===== config.mk =====
export PLATFORM = sky130hd
export DESIGN_NAME = i2c_master_transaction_sequencer
export DESIGN_NICKNAME = d
export VERILOG_FILES = /design/src/rtl/i2cseq_pkg.sv /design/src/rtl/i2c_master_transaction_sequencer.sv
export VERILOG_INCLUDE_DIRS = /design/src /design/src/rtl
export SDC_FILE = /design/constraint.sdc
export NUM_CORES = 1
export LEC_CHECK = 0
export BUFFER_PORTS_ARGS = -buffer_cell sky130_fd_sc_hd__buf_4
export CORE_MARGIN = 2
export CORE_UTILIZATION = 61
export CTS_CLUSTER_DIAMETER = 100
export DETAILED_ROUTE_END_ITERATION = 16
export PLACE_DENSITY = 0.8
export SETUP_SLACK_MARGIN = 0.4
export SYNTH_ARGS = -nofsm -noshare
export SYNTH_HDL_FRONTEND = slang
export SYNTH_SLANG_ARGS = --single-unit

===== constraint.sdc =====
create_clock -name clk -period 3.1 [get_ports clk]
set_input_delay 0.31 -clock clk [delete_from_list [all_inputs] [get_ports clk]]
set_output_delay 0.31 -clock clk [all_outputs]
set_load 0.01 [all_outputs]

===== src/rtl/assert_macros.svh =====
// ---------------------------------------------------------------------------
// Assertion macros shared by the RTL. They expand to nothing in synthesis.
// ---------------------------------------------------------------------------
`ifndef ASSERT_MACROS_SVH
`define ASSERT_MACROS_SVH
`ifndef SYNTHESIS
// The expression must hold at every clock edge outside reset.
`define ASSERT_ALWAYS(lbl, clk, rstn, expr) \
	lbl: assert property (@(posedge clk) disable iff (!rstn) (expr)) \
		else $error("%m: invariant violated");
// When the antecedent holds, the consequent must hold in the next cycle.
`define ASSERT_NEXT(lbl, clk, rstn, ante, cons) \
	lbl: assert property (@(posedge clk) disable iff (!rstn) (ante) |=> (cons)) \
		else $error("%m: next-cycle check failed");
`else
`define ASSERT_ALWAYS(lbl, clk, rstn, expr)
`define ASSERT_NEXT(lbl, clk, rstn, ante, cons)
`endif
`endif


===== src/rtl/i2cseq_pkg.sv =====
// ---------------------------------------------------------------------------
// i2cseq_pkg
// Types, sizes and codes of the I2C master transaction sequencer.
// ---------------------------------------------------------------------------
package i2cseq_pkg;

	localparam int WRITE_DEPTH = 16;
	localparam int READ_DEPTH = 16;

	localparam int WIDX_W = $clog2(WRITE_DEPTH);
	localparam int WCNT_W = $clog2(WRITE_DEPTH + 1);
	localparam int RPOS_W = (READ_DEPTH > 1) ? $clog2(READ_DEPTH) : 1;
	localparam int RTGT_W = $clog2(READ_DEPTH + 1);
	localparam int RCMP_W = RTGT_W + 1;

	typedef enum logic [2:0] {
		FN_PUSH        = 3'd0,
		FN_START_WRITE = 3'd1,
		FN_START_READ  = 3'd2,
		FN_EVENT       = 3'd3,
		FN_RELEASE     = 3'd4
	} func_t;

	localparam logic [3:0] PH_IDLE     = 4'd0;
	localparam logic [3:0] PH_WRITE    = 4'd1;
	localparam logic [3:0] PH_STOP     = 4'd2;
	localparam logic [3:0] PH_ADDR_W   = 4'd3;
	localparam logic [3:0] PH_CMD      = 4'd4;
	localparam logic [3:0] PH_RESTART  = 4'd5;
	localparam logic [3:0] PH_ADDR_R   = 4'd6;
	localparam logic [3:0] PH_START_RX = 4'd7;
	localparam logic [3:0] PH_RX_ACK   = 4'd8;
	localparam logic [3:0] PH_RX_NACK  = 4'd9;
	localparam logic [3:0] PH_RESULT   = 4'd10;

	typedef enum logic [10:0] {
		ST_IDLE     = 11'b000_0000_0001,
		ST_WRITE    = 11'b000_0000_0010,
		ST_STOP     = 11'b000_0000_0100,
		ST_ADDR_W   = 11'b000_0000_1000,
		ST_CMD      = 11'b000_0001_0000,
		ST_RESTART  = 11'b000_0010_0000,
		ST_ADDR_R   = 11'b000_0100_0000,
		ST_START_RX = 11'b000_1000_0000,
		ST_RX_ACK   = 11'b001_0000_0000,
		ST_RX_NACK  = 11'b010_0000_0000,
		ST_RESULT   = 11'b100_0000_0000
	} state_t;

	typedef struct packed {
		logic [2:0] func;
		logic [7:0] push_byte;
		logic [4:0] expected_count;
		logic       tx_busy;
		logic       rx_full;
		logic [7:0] rx_data;
	} item_t;

	typedef struct packed {
		logic       tx_valid;
		logic [7:0] tx_byte;
		logic       start_cond;
		logic       restart_cond;
		logic       stop_cond;
		logic       receive_enable;
		logic       send_ack;
		logic       ack_is_nack;
		logic       rx_valid;
		logic [7:0] rx_byte;
		logic [3:0] rx_index;
		logic [3:0] phase;
	} result_t;

	function automatic logic [3:0] phase_of(state_t s);
		logic [3:0] p;
		case (s)
			ST_IDLE:     p = PH_IDLE;
			ST_WRITE:    p = PH_WRITE;
			ST_STOP:     p = PH_STOP;
			ST_ADDR_W:   p = PH_ADDR_W;
			ST_CMD:      p = PH_CMD;
			ST_RESTART:  p = PH_RESTART;
			ST_ADDR_R:   p = PH_ADDR_R;
			ST_START_RX: p = PH_START_RX;
			ST_RX_ACK:   p = PH_RX_ACK;
			ST_RX_NACK:  p = PH_RX_NACK;
			ST_RESULT:   p = PH_RESULT;
			default:     p = PH_IDLE;
		endcase
		return p;
	endfunction

endpackage


===== src/rtl/i2c_master_transaction_sequencer.sv =====
// ---------------------------------------------------------------------------
// i2c_master_transaction_sequencer
// Drives a byte-level I2C controller through write and register-read
// transactions, one step per input item.
// ---------------------------------------------------------------------------
// Usage:
// Items arrive on item/item_valid/item_stall; each is a push of a write byte,
// a start-write, a start-read, a controller event or a release. Every
// accepted item yields exactly one result on result/result_valid/
// result_stall, carrying the controller requests (load byte, start, repeated
// start, stop, receive enable, ack or nack), any received byte with its index,
// and the phase after the step.
// An item is registered on acceptance and processed once the output queue has
// room; then the state machine and the write store update and the result is
// written to a two-entry output queue, and result_valid rises with it. One
// item per cycle is sustained while the receiver keeps up.
// When the receiver stalls, results collect in the output queue; item_stall
// rises only once the queue is full and an item is waiting in the input
// register. Reset empties both stages and puts the sequencer in idle with all
// counters cleared; the write store contents are undefined until pushed.
// ---------------------------------------------------------------------------
`include "assert_macros.svh"

module i2c_master_transaction_sequencer (
	input  logic                clk,
	input  logic                arst_n,
	input  logic                item_valid,
	output logic                item_stall,
	input  i2cseq_pkg::item_t   item,
	output logic                result_valid,
	input  logic                result_stall,
	output i2cseq_pkg::result_t result
);

	// Input register
	logic                valid_s1;
	i2cseq_pkg::item_t   item_s1;

	// Sequencer state
	i2cseq_pkg::state_t               st_q, st_d;
	logic [7:0]                       store_q [i2cseq_pkg::WRITE_DEPTH];
	logic [i2cseq_pkg::WCNT_W-1:0]    wcnt_q, wcnt_d;
	logic [i2cseq_pkg::WCNT_W-1:0]    wpos_q, wpos_d;
	logic [i2cseq_pkg::RPOS_W-1:0]    rpos_q, rpos_d;
	logic [i2cseq_pkg::RTGT_W-1:0]    rtgt_q, rtgt_d;
	logic                             isread_q, isread_d;
	logic                             store_we;

	// Output queue
	i2cseq_pkg::result_t obuf_q [2];
	logic                owr_q, ord_q;
	logic [1:0]          ocnt_q;

	i2cseq_pkg::result_t        res;
	logic                       take_in, fire, pop;
	logic [i2cseq_pkg::RPOS_W+3:0] rpos_ext;
	logic                       rx_last_done, read_cleared;

	assign take_in      = item_valid && !item_stall;
	assign fire         = valid_s1 && (ocnt_q != 2'd2);
	assign item_stall   = valid_s1 && (ocnt_q == 2'd2);
	assign result_valid = (ocnt_q != 2'd0);
	assign result       = obuf_q[ord_q];
	assign pop          = result_valid && !result_stall;
	assign rpos_ext     = {4'b0000, rpos_q};

	always_ff @(posedge clk or negedge arst_n) begin
		if (!arst_n) begin
			valid_s1 <= 1'b0;
		end else if (take_in) begin
			valid_s1 <= 1'b1;
		end else if (fire) begin
			valid_s1 <= 1'b0;
		end
	end

	always_ff @(posedge clk) begin
		if (take_in) begin
			item_s1 <= item;
		end
	end

	always_comb begin
		res      = '0;
		st_d     = st_q;
		wcnt_d   = wcnt_q;
		wpos_d   = wpos_q;
		rpos_d   = rpos_q;
		rtgt_d   = rtgt_q;
		isread_d = isread_q;
		store_we = 1'b0;
		case (item_s1.func)
			i2cseq_pkg::FN_PUSH: begin
				// Pushes beyond the store depth are silently dropped.
				if (wcnt_q < i2cseq_pkg::WCNT_W'(i2cseq_pkg::WRITE_DEPTH)) begin
					store_we = 1'b1;
					wcnt_d   = wcnt_q + i2cseq_pkg::WCNT_W'(1);
				end
			end
			i2cseq_pkg::FN_START_WRITE: begin
				isread_d       = 1'b0;
				st_d           = i2cseq_pkg::ST_WRITE;
				res.start_cond = 1'b1;
			end
			i2cseq_pkg::FN_START_READ: begin
				if (32'(item_s1.expected_count) > 32'(i2cseq_pkg::READ_DEPTH)) begin
					rtgt_d = i2cseq_pkg::RTGT_W'(i2cseq_pkg::READ_DEPTH);
				end else begin
					rtgt_d = i2cseq_pkg::RTGT_W'(item_s1.expected_count);
				end
				isread_d       = 1'b1;
				st_d           = i2cseq_pkg::ST_ADDR_W;
				res.start_cond = 1'b1;
			end
			i2cseq_pkg::FN_EVENT: begin
				if (isread_q) begin
					case (st_q)
						i2cseq_pkg::ST_ADDR_W: begin
							res.tx_valid = 1'b1;
							res.tx_byte  = store_q[0];
							st_d         = i2cseq_pkg::ST_CMD;
						end
						i2cseq_pkg::ST_CMD: begin
							res.tx_valid = 1'b1;
							res.tx_byte  = store_q[1];
							st_d         = i2cseq_pkg::ST_RESTART;
						end
						i2cseq_pkg::ST_RESTART: begin
							res.restart_cond = 1'b1;
							st_d             = i2cseq_pkg::ST_ADDR_R;
						end
						i2cseq_pkg::ST_ADDR_R: begin
							res.tx_valid = 1'b1;
							res.tx_byte  = store_q[0] | 8'h01;
							st_d         = i2cseq_pkg::ST_START_RX;
						end
						i2cseq_pkg::ST_START_RX: begin
							res.receive_enable = 1'b1;
							// The byte about to arrive is the last one when no
							// further index stays below the target.
							if ((i2cseq_pkg::RCMP_W'(rpos_q) + i2cseq_pkg::RCMP_W'(1))
									< i2cseq_pkg::RCMP_W'(rtgt_q)) begin
								st_d = i2cseq_pkg::ST_RX_ACK;
							end else begin
								st_d = i2cseq_pkg::ST_RX_NACK;
							end
						end
						i2cseq_pkg::ST_RX_ACK: begin
							if (item_s1.rx_full) begin
								res.rx_valid = 1'b1;
								res.rx_byte  = item_s1.rx_data;
								res.rx_index = rpos_ext[3:0];
								res.send_ack = 1'b1;
								rpos_d       = rpos_q + i2cseq_pkg::RPOS_W'(1);
								st_d         = i2cseq_pkg::ST_START_RX;
							end
						end
						i2cseq_pkg::ST_RX_NACK: begin
							if (item_s1.rx_full) begin
								res.rx_valid    = 1'b1;
								res.rx_byte     = item_s1.rx_data;
								res.rx_index    = rpos_ext[3:0];
								res.send_ack    = 1'b1;
								res.ack_is_nack = 1'b1;
								res.stop_cond   = 1'b1;
								wpos_d          = '0;
								wcnt_d          = '0;
								rpos_d          = '0;
								rtgt_d          = '0;
								st_d            = i2cseq_pkg::ST_RESULT;
							end
						end
						default: begin
						end
					endcase
				end else begin
					case (st_q)
						i2cseq_pkg::ST_WRITE: begin
							// Only the write phase waits for the transmitter.
							if (!item_s1.tx_busy) begin
								if (wpos_q < wcnt_q) begin
									res.tx_valid = 1'b1;
									res.tx_byte  = store_q[wpos_q[i2cseq_pkg::WIDX_W-1:0]];
									wpos_d       = wpos_q + i2cseq_pkg::WCNT_W'(1);
								end else begin
									res.stop_cond = 1'b1;
									st_d          = i2cseq_pkg::ST_STOP;
								end
							end
						end
						i2cseq_pkg::ST_STOP: begin
							wpos_d = '0;
							wcnt_d = '0;
							st_d   = i2cseq_pkg::ST_IDLE;
						end
						default: begin
						end
					endcase
				end
			end
			i2cseq_pkg::FN_RELEASE: begin
				st_d = i2cseq_pkg::ST_IDLE;
			end
			default: begin
			end
		endcase
		res.phase = i2cseq_pkg::phase_of(st_d);
	end

	always_ff @(posedge clk or negedge arst_n) begin
		if (!arst_n) begin
			st_q     <= i2cseq_pkg::ST_IDLE;
			wcnt_q   <= '0;
			wpos_q   <= '0;
			rpos_q   <= '0;
			rtgt_q   <= '0;
			isread_q <= 1'b0;
		end else if (fire) begin
			st_q     <= st_d;
			wcnt_q   <= wcnt_d;
			wpos_q   <= wpos_d;
			rpos_q   <= rpos_d;
			rtgt_q   <= rtgt_d;
			isread_q <= isread_d;
		end
	end

	always_ff @(posedge clk) begin
		if (fire && store_we) begin
			store_q[wcnt_q[i2cseq_pkg::WIDX_W-1:0]] <= item_s1.push_byte;
		end
	end

	always_ff @(posedge clk or negedge arst_n) begin
		if (!arst_n) begin
			owr_q  <= 1'b0;
			ord_q  <= 1'b0;
			ocnt_q <= 2'd0;
		end else begin
			if (fire) begin
				owr_q <= ~owr_q;
			end
			if (pop) begin
				ord_q <= ~ord_q;
			end
			if (fire && !pop) begin
				ocnt_q <= ocnt_q + 2'd1;
			end else if (pop && !fire) begin
				ocnt_q <= ocnt_q - 2'd1;
			end
		end
	end

	always_ff @(posedge clk) begin
		if (fire) begin
			obuf_q[owr_q] <= res;
		end
	end

	// The last byte of a read has been taken and the transaction closes.
	assign rx_last_done = fire && isread_q && (item_s1.func == i2cseq_pkg::FN_EVENT)
		&& (st_q == i2cseq_pkg::ST_RX_NACK) && item_s1.rx_full;
	assign read_cleared = (rpos_q == '0) && (wcnt_q == '0)
		&& (st_q == i2cseq_pkg::ST_RESULT);

	`ASSERT_ALWAYS(a_wpos_within_count, clk, arst_n, wpos_q <= wcnt_q)
	`ASSERT_ALWAYS(a_queue_count_range, clk, arst_n, ocnt_q != 2'd3)
	`ASSERT_ALWAYS(a_rpos_within_depth, clk, arst_n, 32'(rpos_q) < i2cseq_pkg::READ_DEPTH)
	`ASSERT_NEXT(a_read_end_clears, clk, arst_n, rx_last_done, read_cleared)

endmodule

==> run summary, run 1 <==
The run finished with clean final reports. The max-slew headroom at the worst pin came out at 0.4718. The post-synthesis instance area came out at 10,990 um^2. The clock latency at the later pin of the worst-skew pair is 0.53 ns. Of the available clock period, the critical path in the final layout requires 0.9402. The total clock buffers created by CTS came out at 26.

The final global-route overflow total came out at 0. The per-cell via count in the routed design came out at 6.035. The final period demand of the worst path is 2.915 ns. The initial antenna violation count is 0. The row count is 49. A synthesized cell averages 15.28 um^2. The compound-gate portion of the synthesized area came to 0.06354. The total number of vias is 6,657. The final weighted congestion in routability-driven placement is 0.8853. Summed over all cells, the static leakage comes to 0.004814 uW. The total DRC errors in the routed layout is 0.

Sorting the synthesized cells by area gives the leading types as sky130_fd_sc_hd__edfxtp_1 60%, sky130_fd_sc_hd__mux4_2 8.2%, sky130_fd_sc_hd__dfrtp_1 8.0%, sky130_fd_sc_hd__mux2_2 3.3%, sky130_fd_sc_hd__o21ai_0 1.9%. The number of top-level design ports is 64. Setup repair after global routing could not meet its margin everywhere. STA classifies the critical path endpoint as a flop.

Among all flip-flop cells after synthesis, the most frequent one is sky130_fd_sc_hd__edfxtp_1. The number of endpoints with negative hold slack in the final report came out at 0. The proportion of synthesized chip area in sequential cells is 0.6779. The wire length per cell after detailed routing came out at 21.79 um. The transition time of the tightest slew-check pin came out at 0.7894 ns.

For this run, the number of Yosys warnings is 0. The stage delay of the slowest cell on the critical path came out at 0.53 ns. The share of async-settable or async-resettable flops after synthesis came out at 0.1417. The H-tree depth is 1. The final cell utilization of the core is 0.7436. The count of endpoints failing setup in the final report is 0. After legalization and detailed placement, the total HPWL measured 15,540 um. The count of flip-flops with a built-in enable after synthesis is 218. The peak fanout along the critical path is 3. The total placed instance area came out at 11,920 um^2. The via count of the first global-routing pass came out at 6,899. The cell area power density came out at 785.7 nW/um^2. The maximum number of pins on one net before global-route repair came out at 37.

In this run the critical register-to-register path is launched from st_q[0]. For this design, the slowest cell found on the critical path is sky130_fd_sc_hd__or4_4. The XOR/XNOR share of the synthesized area came out at 0.01196. After synthesis, the netlist uses 64 different library cells. TritonCTS built the clock tree. The critical path goes through or4_4, or3_4, a31oi_4, o211a_4, nor3_2, or3_4, or3_4, and4bb_1, a41o_1. In the final layout, the share of cells above drive strength 1 is 0.3032. The total core area came out at 17,840 um^2. The count of max-cap constraint violations is 0. The cell count after synthesis is 719. The maximum buffer depth of the clock tree came out at 3.

Sorting the synthesized cells by how often they occur yields 218 x sky130_fd_sc_hd__edfxtp_1, 49 x sky130_fd_sc_hd__nor2_1, 45 x sky130_fd_sc_hd__nand2_1. The number of clock sinks seen by CTS came out at 254. The most common cell in the synthesized netlist is sky130_fd_sc_hd__edfxtp_1. The die is 138.2 um tall. The initial DRC count came out at 637.

The maximum clock skew at final layout is 0.01188 ns. Across the VDD grid, the largest voltage drop is 0.0006049 V. The most common cell type on the critical path is sky130_fd_sc_hd__or3_4. The total negative slack is 0 ns.

Synthesis produced a netlist with a net count of 764. The finished cells cover 13,270 um^2. The number of buffers inserted by port buffering is 63. The combinational family with the most area after synthesis is multiplexers. The count of inserted antenna diode cells came out at 0.

The die extent in x is 138.2 um. For this run, the detailed router's first-pass iteration total came to 5. The biggest area consumer among synthesized cells is sky130_fd_sc_hd__edfxtp_1.

The die covers 19,100 um^2. The worst path required time came out at 3.48 ns. The simple-gate share of the synthesized area is 0.09098. Timing would allow up to 343.1 MHz. From synthesis to final layout, the design area changed by 20.74%. The number of nets at the end of the flow came out at 900.

The number of inserted filler cells in the final layout came out at 1,083. The combined global-route utilization of all metal layers came out at 0.2522. The worst path arrival time came out at 3.30 ns.

The clock-pin slew reported for the worst setup and hold paths after clock tree synthesis is 0.06 ns. The area share of fa/ha/maj cells after synthesis came out at 0.01708. In this run the remaining antenna-violating nets after routing total 0.

The critical hold path startpoint is result_stall. The first global-routing pass estimated 37,650 um of wire. The launch point of the worst path is st_q[0]. The worst setup path is of the reg -> reg kind. The overall power came out at 10,420 uW. The worst min-delay path class is in -> reg. The type of origin of the critical path is a flop. The share of the synthesized area in the top cell type came out at 0.5958.

The multiplexer fraction of the synthesized cell area is 0.1166. Clock tree synthesis selected as its root buffer the cell sky130_fd_sc_hd__clkbuf_16. The total routed wirelength came out at 24,030 um.

The post-synthesis sequential element count is 254. The starting density of the core is 0.6159. The max-slew violation total from the final report is 0.
==> timing repair <==
| item | CTS | global route |
|---|---|---|
| resized for setup | 16 | 14 |
| endpoints found under the hold margin | 62 | 0 |
| setup buffers | 9 | 2 |
| hold buffers | 28 | 0 |
| gates cloned | 0 | 0 |
| setup endpoints to repair | 8 | 12 |
| pin swaps | 2 | 2 |
==> power by group <==
group,internal [uW],leakage [uW],switching [uW],total [uW]
clock,1800,0.000408,1260,3050
combinational,1310,0.00192,1510,2810
sequential,4290,0.00249,268,4560
total,7390,0.00481,3030,10400
==> stage by stage <==
stage	setup slack, ns	cells	hold slack [ns]
2_1_floorplan	0.2448	719	0.01441
3_3_place_gp	0.1713	1017	0.2977
3_5_place_dp	0.06736	1017	0.3064
4_1_cts	0.2228	1101	0.2233
5_1_grt	0.1299	1103	0.2588
6_report	0.1855	1103	0.2549
==> path summary, 6_finish.rpt <==
kind / cells past startpoint / slack, ns / end
min in group asynchronous: 2 / 0.33 / wcnt_q[4]
worst max-delay path: 9 / 0.19 / obuf_q[1][1]
worst min register to register: 1 / 0.47 / rtgt_q[2]
worst min-delay path: 3 / 0.25 / ord_q
worst max register to register: 9 / 0.19 / obuf_q[1][1]
max in group asynchronous: 2 / 2.42 / wpos_q[0]
==> placed cells by master, fill, tap and decap left out, types with 9 or more instances in the layout <==
master                            n
sky130_fd_sc_hd__buf_4          113
sky130_fd_sc_hd__inv_1           27
sky130_fd_sc_hd__clkbuf_16       26
sky130_fd_sc_hd__nand2_1         44
sky130_fd_sc_hd__a21oi_1         10
sky130_fd_sc_hd__dlygate4sd3_1   28
sky130_fd_sc_hd__nand2b_1         9
sky130_fd_sc_hd__o21ai_0         41
sky130_fd_sc_hd__dfrtp_1         34
sky130_fd_sc_hd__nor3_1          15
sky130_fd_sc_hd__nand3_1         11
sky130_fd_sc_hd__ha_1            15
sky130_fd_sc_hd__mux4_2          40
sky130_fd_sc_hd__edfxtp_1       218
sky130_fd_sc_hd__and2_1          15
sky130_fd_sc_hd__mux2_2          32
sky130_fd_sc_hd__nor2_1          44
==> per-layer routing <==
layer	global-route usage	part of all wire	wire, um	vias up
met1	0.3561	0.43	10250	3337
met2	0.4182	0.49	11890	246
met5	0	0	0	-
met4	0.06982	0.019	463	0
li1	-	-	-	3031
met3	0.03949	0.059	1430	43
==> worst max-delay path, delay by kind of cell, from the launching register on <==
| family | cells | cell delay (ns) |
|---|---|---|
| flip-flops | 1 | 0.37 |
| AO/OA/AOI/OAI | 3 | 0.52 |
| AND/OR/NAND/NOR | 6 | 1.89 |
==> layout make-up <==
class	instances	area (um^2)	area share
multi-input combinational	403	3445	0.2596
inverter	28	105.1	0.007922
tap	229	286.5	0.02160
clock buffer	32	673.1	0.05074
sequential	254	7450	0.5615
timing repair buffer	142	1140	0.08592
clock inverter	15	167.7	0.01264
==> cell families after synthesis <==
group | count (synthesis)
AO/OA/AOI/OAI | 105
XOR/XNOR | 15
adder cells (fa/ha/maj) | 15
buffers and inverters | 62
flip-flops | 254
multiplexers | 74
AND/OR/NAND/NOR | 194
==> registers in the layout, indices dropped and copies added, names as in the netlist <==
signal,cells
rpos_q,4
valid_s1,1
ocnt_q,2
store_q,128
obuf_q,64
wcnt_q,5
rtgt_q,5
isread_q,1
wpos_q,5
owr_q,1
item_s1,26
ord_q,1
st_q,11
(Power assumes the default switching activity.)
==> run 2: changes to the inputs <==
- PLACE_DENSITY: 0.8 -> 0.82
==> run 2 against run 1 <==
Die area is the same; via count stayed put; critical endpoint is now obuf_q[0][1]; sequential share of layout area grew 0.54 points; worst hold slack lost 0.054 ns; worst setup slack got worse by 0.034 ns; sequential power barely moved; largest cell class unchanged; sequential cell count is the same; maximum frequency down 1.1%; wire length down 0.88%.
==> run summary, run 2 (synthesis results as in run 1) <==
The run finished with clean final reports. The transition time of the tightest slew-check pin came to 0.7970 ns (+0.007608 ns). The per-cell via count in the routed design is 6.091 (+0.91%).

The total core area came out at 17,840 um^2 (unchanged). The clock latency at the later pin of the worst-skew pair came out at 0.53 ns (about the same). The via count of the first global-routing pass was 6,822 (-1.1%). The combined global-route utilization of all metal layers came out at 0.2494 (-0.002788). The worst vdd rail ir drop is 0.0005502 V (-9.0%). The total routed wirelength came out at 23,820 um (-0.88%).

The peak fanout along the critical path is 6 (+3). The internal reg-to-reg setup slack came out at 0.15 ns (-0.03 ns). The synthesis-to-finish area growth is 19.59%.

The overall power is 10,410 uW (-0.10%). The max-slew violation total from the final report came out at 0 (unchanged). The area of the die is 19,100 um^2 (unchanged). The total number of vias is 6,657 (unchanged). The cell that appears most often on the critical path is sky130_fd_sc_hd__or3_4. The total negative slack is 0 ns (unchanged). The worst path required time came out at 3.47 ns (about the same). The count of max-cap constraint violations came out at 0 (unchanged). The final weighted congestion in routability-driven placement came out at 0.8922 (+0.78%). The count of inserted antenna diode cells came out at 0 (unchanged).

The number of top-level design ports is 64 (unchanged). The total clock buffers created by CTS came out at 26 (unchanged). The number of clock sinks seen by CTS is 254 (unchanged). The clock-pin slew reported for the worst setup and hold paths after clock tree synthesis came to 0.06 ns (about the same). The height of the die came out at 138.2 um (unchanged).

The path class of the tightest hold or removal check is in -> reg. The fraction of layout instances using a drive strength above 1 came out at 0.2824 (-0.02080). The initial antenna violation count came to 0 (unchanged). The wire length per cell after detailed routing came out at 21.80 um (about the same). The number of buffers inserted by port buffering came out at 63 (unchanged). The worst-case setup slack after placement is 0.1689 ns (+0.1015 ns). The number of flip-flops in the largest register is 128 (unchanged). The library cells used most frequently in the layout, excluding fill and tap cells, are 218 x sky130_fd_sc_hd__edfxtp_1, 105 x sky130_fd_sc_hd__buf_4, 44 x sky130_fd_sc_hd__nand2_1, 44 x sky130_fd_sc_hd__nor2_1, 41 x sky130_fd_sc_hd__o21ai_0. The number of routed nets with antenna violations came out at 0 (unchanged). Setup repair after global routing could not meet its margin everywhere. The starting density of the core came out at 0.6159 (unchanged). Traced cell by cell, the critical path runs through or4_4, or3_4, a31oi_4, o211a_1, nor2_2, a21o_1, or3_4, and4bb_1, a41o_1. The TritonCTS clock tree is done. The minimum hold slack came out at 0.2005 ns (-0.05442 ns).

STA classifies the critical path startpoint as a flop. The count of endpoints failing setup in the final report came out at 0 (unchanged). The endpoint kind of the worst setup timing path is a flop. The first-pass GRT wire length is 37,350 um (-0.81%).

The number of endpoints with negative hold slack in the final report is 0 (unchanged). The row count is 49 (unchanged). The stage delay of the slowest cell on the critical path was 0.53 ns (about the same). The highest-delay cell along the critical path is sky130_fd_sc_hd__or4_4.

The cell area power density is 792.4 nW/um^2 (+0.86%). The final period utilization came out at 0.9511 (+0.01091). The final period demand of the worst path came out at 2.948 ns (+0.03382 ns). The final global-route overflow total came out at 0 (unchanged). The kind of cell with the highest combined delay along the critical path is simple AND/OR/NAND/NOR gates.

The maximum number of pins on one net before global-route repair was 37 (unchanged). The highest clock rate is 339.2 MHz (-1.1%). The initial DRC count is 666 (+4.6%). The worst path arrival time was 3.32 ns (+0.02 ns).

The buffers plus inverters on the worst setup path is 0 (unchanged). The count of TritonRoute iterations in the first routing pass came to 5 (unchanged). The standby leakage power came to 0.004768 uW (-0.96%). The placed wire-length estimate came out at 15,450 um (-0.61%).

The total DRC errors in the routed layout came out at 0 (unchanged). The die extent in x is 138.2 um (unchanged). CTS placed an instance of sky130_fd_sc_hd__clkbuf_16 at the clock tree root.

The library cell used most frequently in the layout, excluding fill and tap cells, is sky130_fd_sc_hd__edfxtp_1. The max-slew headroom at the worst pin came out at 0.4667 (-0.005090). The maximum buffer depth of the clock tree was 3 (unchanged). The maximum clock skew at final layout is 0.02083 ns (+0.008954 ns). The minimum setup slack in the final design is 0.1516 ns (-0.03382 ns). The number of nets at the end of the flow came out at 891 (-1.0%).

The critical path is of the reg -> reg type. The H-tree depth is 1 (unchanged).
## run 2: repair_timing
item                                    in CTS  in global routing
pin swaps                                    1                  2
gates resized for setup                      4                 12
endpoints found under the setup margin       8                 11
buffers inserted                             3                  0
endpoints found under the hold margin       62                  0
hold buffers                                28                  0
## run 2: where the power goes
group,switching [uW],leakage (uW),internal (uW)
clock network,1250,0.000420,1880
logic,1470,0.00186,1270
registers,254,0.00249,4290
## run 2: cell type report
| cell class | instances | area [um^2] |
|---|---|---|
| clock buffer | 31 | 669.4 |
| tap | 229 | 286.5 |
| clock inverter | 15 | 195.2 |
| fill | 1050 | 4701 |
| multi-input combinational | 403 | 3366 |
| timing repair buffer | 133 | 1069 |
| inverter | 28 | 105.1 |
| sequential | 254 | 7450 |
## run 2: metal layers
layer	part of all wire	global-route usage	wire (um)	up-vias
met3	0.064	0.03568	1529	42
met2	0.51	0.4229	12040	285
met4	0.016	0.05800	381	0
met1	0.41	0.3509	9874	3310
met5	0	0	0	-
li1	-	-	-	3020
## run 2: tightest hold or removal path, delay by kind of cell
family	cells	cell delay, ns
xor gates and xnor gates	1	0.09
and+or+nand+nor	1	0.21
buffers and inverters	1	0.07
## run 2: final timing paths
kind                              startpoint            to  cells after the start
max in group asynchronous             arst_n       st_q[0]                      2
worst max register to register       st_q[0]  obuf_q[0][1]                      9
worst max-delay path                 st_q[0]  obuf_q[0][1]                      9
min in group asynchronous             arst_n      valid_s1                      2
worst min-delay path            result_stall         ord_q                      3
worst min register to register   item_s1[11]     rtgt_q[1]                      1
## run 2: metrics by stage
| stage | std cells | utilization | area [um^2] |
|---|---|---|---|
| after global routing | 1093 | 0.7365 | 13140 |
| after global placement | 1016 | 0.6676 | 11910 |
| after detailed placement | 1016 | 0.6676 | 11910 |
| after floorplan | 719 | - | 10990 |
| after CTS | 1093 | 0.7338 | 13090 |
| final | 1093 | 0.7365 | 13140 |
==> run 3: changes to the inputs <==
- GPL_TIMING_DRIVEN: not set -> 0
==> run 3 against run 2 <==
Count of clock-buffer cells in the layout up 2; clock skew is 0.0085 ns lower; worst hold slack improved by 0.055 ns; critical endpoint is now obuf_q[1][1]; highest routed layer unchanged; largest cell class unchanged.
==> run summary, run 3 (synthesis results as in run 1) <==
The run finished with clean final reports. The max-slew violation total from the final report was 0 (unchanged). The area used by sequential logic in the layout is 7450 um^2 (unchanged). The area used by multi-input combinational logic was 3585 um^2 (+6.5%). The total number of vias was 6,887 (+3.5%). The maximum clock skew at final layout is 0.01237 ns (-0.008460 ns). The via count of the first global-routing pass came to 6,925 (+1.5%). The initial antenna violation count came out at 0 (unchanged).

The final period demand of the worst path came out at 3.021 ns (+0.07294 ns). The highest clock rate is 331.0 MHz (-2.4%). The kind of cell adding the most delay to the critical path is simple AND/OR/NAND/NOR gates. The final global-route overflow total came out at 0 (unchanged).

The height of the die was 138.2 um (unchanged). The final cell area excluding filler cells is 13,320 um^2 (+1.4%). The starting density of the core came out at 0.6159 (unchanged). The total DRC errors in the routed layout is 0 (unchanged). The net switching power of the design is 3129 uW (+5.1%). The total placed instance area came out at 11,760 um^2 (-1.2%). The count of endpoints failing setup in the final report is 0 (unchanged). The maximum buffer depth of the clock tree came out at 3 (unchanged). The min-delay analysis places its worst path in the category in -> reg.

The max-slew headroom at the worst pin is 0.3614 (-0.1054). The initial DRC count came out at 764 (+15%). The total core area came out at 17,840 um^2 (unchanged). The number of flip-flops in the largest register is 128 (unchanged).

The share of total power in sequential cells came out at 0.434 (-0.002). The worst path arrival time is 3.40 ns (+0.08 ns). The buffers plus inverters on the worst setup path came out at 1 (+1).

The total negative slack came out at 0 ns (unchanged). The minimum hold slack came out at 0.2557 ns (+0.05520 ns). The total clock buffers created by CTS is 26 (unchanged).

The number of inserted filler cells in the final layout was 1,029 (-2.0%). The cell area power density came to 782.0 nW/um^2 (-1.3%). The met2 track demand over resource is 0.4278 (+0.004950). The number of buffers inserted by port buffering came out at 63 (unchanged). The minimum setup slack in the final design is 0.07869 ns (-0.07294 ns). The clock-pin slew reported for the worst setup and hold paths after clock tree synthesis came to 0.06 ns (about the same). The slowest stage of the critical path is the sky130_fd_sc_hd__or4_4 cell.

The row count came out at 49 (unchanged). The total routed wirelength came out at 24,610 um (+3.3%). The root buffer cell chosen for the clock tree is sky130_fd_sc_hd__clkbuf_16.

The final cell utilization of the core was 0.7465 (+0.009959). The worst path required time is 3.48 ns (about the same). The area of the die was 19,100 um^2 (unchanged). The count of inserted antenna diode cells is 0 (unchanged). The part of the power in the clock network is 0.280 (-0.021). The synthesis-to-finish area growth came out at 21.20%.

The worst vdd rail ir drop is 0.0005879 V (+6.9%). TritonCTS built the clock tree. The count of TritonRoute iterations in the first routing pass came out at 7 (+2). STA classifies the critical path startpoint as a flop. The count of max-cap constraint violations came out at 0 (unchanged). The wire length per cell after detailed routing came out at 22.27 um (+2.2%). Leaving out fill and tap cells, the most frequent cell in the layout is sky130_fd_sc_hd__edfxtp_1. The cell-internal power came out at 7286 uW (-2.0%).

The met3 usage in global routing is 0.05023 (+0.01455). The worst-case setup slack after placement is -0.4385 ns (-0.6074 ns). The number of routed nets with antenna violations is 0 (unchanged). The fraction of power consumed by combinational cells is 0.286 (+0.023). The transition time of the tightest slew-check pin is 0.9557 ns (+0.1587 ns). The placed wire-length estimate came to 15,760 um (+2.0%).

The number of top-level design ports is 64 (unchanged). The fraction of layout instances using a drive strength above 1 is 0.3219 (+0.03951). The H-tree depth came out at 1 (unchanged). The net switching fraction of the power was 0.3004 (+0.01448). The stage delay of the slowest cell on the critical path was 0.52 ns (about the same).

The peak fanout along the critical path came to 6 (unchanged). In the layout the commonest cells are 218 x sky130_fd_sc_hd__edfxtp_1, 83 x sky130_fd_sc_hd__buf_4, 45 x sky130_fd_sc_hd__nand2_1. The global routing stage identified its most utilized layer as met2. The maximum number of pins on one net before global-route repair was 37 (unchanged). The combined global-route utilization of all metal layers is 0.2540 (+0.004598). The final weighted congestion in routability-driven placement is 0.9699 (+8.7%). The first-pass GRT wire length is 38,030 um (+1.8%).

The final period utilization came to 0.9746 (+0.02353). The clock latency at the later pin of the worst-skew pair is 0.53 ns (about the same). The die extent in x came out at 138.2 um (unchanged). The worst setup path is captured at a flop.

The standby leakage power came out at 0.004794 uW (+0.56%). The cell that appears most often on the critical path is sky130_fd_sc_hd__or3_4. The per-cell via count in the routed design is 6.233 (+2.3%). The number of clock sinks seen by CTS is 254 (unchanged). Walking the worst path, the cells encountered are or4_4, or3_4, a31oi_4, o211a_4, buf_4, nor2_4, a21o_1, or3_4, and4bb_1, a41o_1. The critical setup path kind is reg -> reg. The met1 demand-to-capacity share in global routing is 0.3443 (-0.006623). The number of endpoints with negative hold slack in the final report is 0 (unchanged). Setup repair after global routing could not meet its margin everywhere. The number of nets at the end of the flow came to 904 (+1.5%).
-- run 3: final cells by class --
type | count | share of cell area
well taps | 229 | 0.02151
inverters | 28 | 0.007892
clock inverters | 12 | 0.007328
multi-input cells | 403 | 0.2692
flip-flops and latches | 254 | 0.5594
clock buffers | 33 | 0.05233
plain buffers | 34 | 0.01278
repair buffers | 112 | 0.06962
-- run 3: power by group through the flow --
stage	sequential (uW)	clock (uW)	combinational (uW)
5_1_grt	4560	3080	3180
6_report	4520	2920	2980
4_1_cts	4520	2940	2880
3_5_place_dp	4580	0	2580
2_1_floorplan	4490	0	1710
3_3_place_gp	4550	0	2480
-- run 3: tightest hold or removal path, stage by stage --
cell	delay, ns
sky130_fd_sc_hd__buf_4	0.08
sky130_fd_sc_hd__nand2b_1	0.26
sky130_fd_sc_hd__xnor2_1	0.10
-- run 3: per-stage QoR --
stage | instances | power [uW]
2_1_floorplan | 719 | 6205
6_report | 1105 | 10410
3_3_place_gp | 1011 | 7029
3_5_place_dp | 1011 | 7163
4_1_cts | 1099 | 10330
5_1_grt | 1105 | 10810
-- run 3: path summary, 6_finish.rpt --
kind / slack (ns) / from / to / cells past startpoint
max: 0.08 / st_q[0] / obuf_q[1][1] / 10
min: 0.26 / result_stall / ord_q / 3
max reg2reg: 0.08 / st_q[0] / obuf_q[1][1] / 10
min reg2reg: 0.48 / item_s1[11] / rtgt_q[1] / 1
max in group asynchronous: 2.43 / arst_n / st_q[0] / 2
min in group asynchronous: 0.30 / arst_n / ocnt_q[1] / 2
-- run 3: routing by layer --
| metal | vias up | part of all wire |
|---|---|---|
| li1 | 3044 | - |
| met1 | 3449 | 0.39 |
| met2 | 349 | 0.50 |
| met3 | 45 | 0.088 |
| met4 | 0 | 0.022 |
| met5 | - | 0 |
-- run 3: timing repair --
item | 4_1_cts | 5_1_grt
hold endpoints to repair | 62 | 0
gates resized for setup | 51 | 45
gates cloned | 0 | 0
hold buffers | 28 | 0
setup endpoints to repair | 128 | 180
pin swaps | 9 | 9
setup buffers | 15 | 6
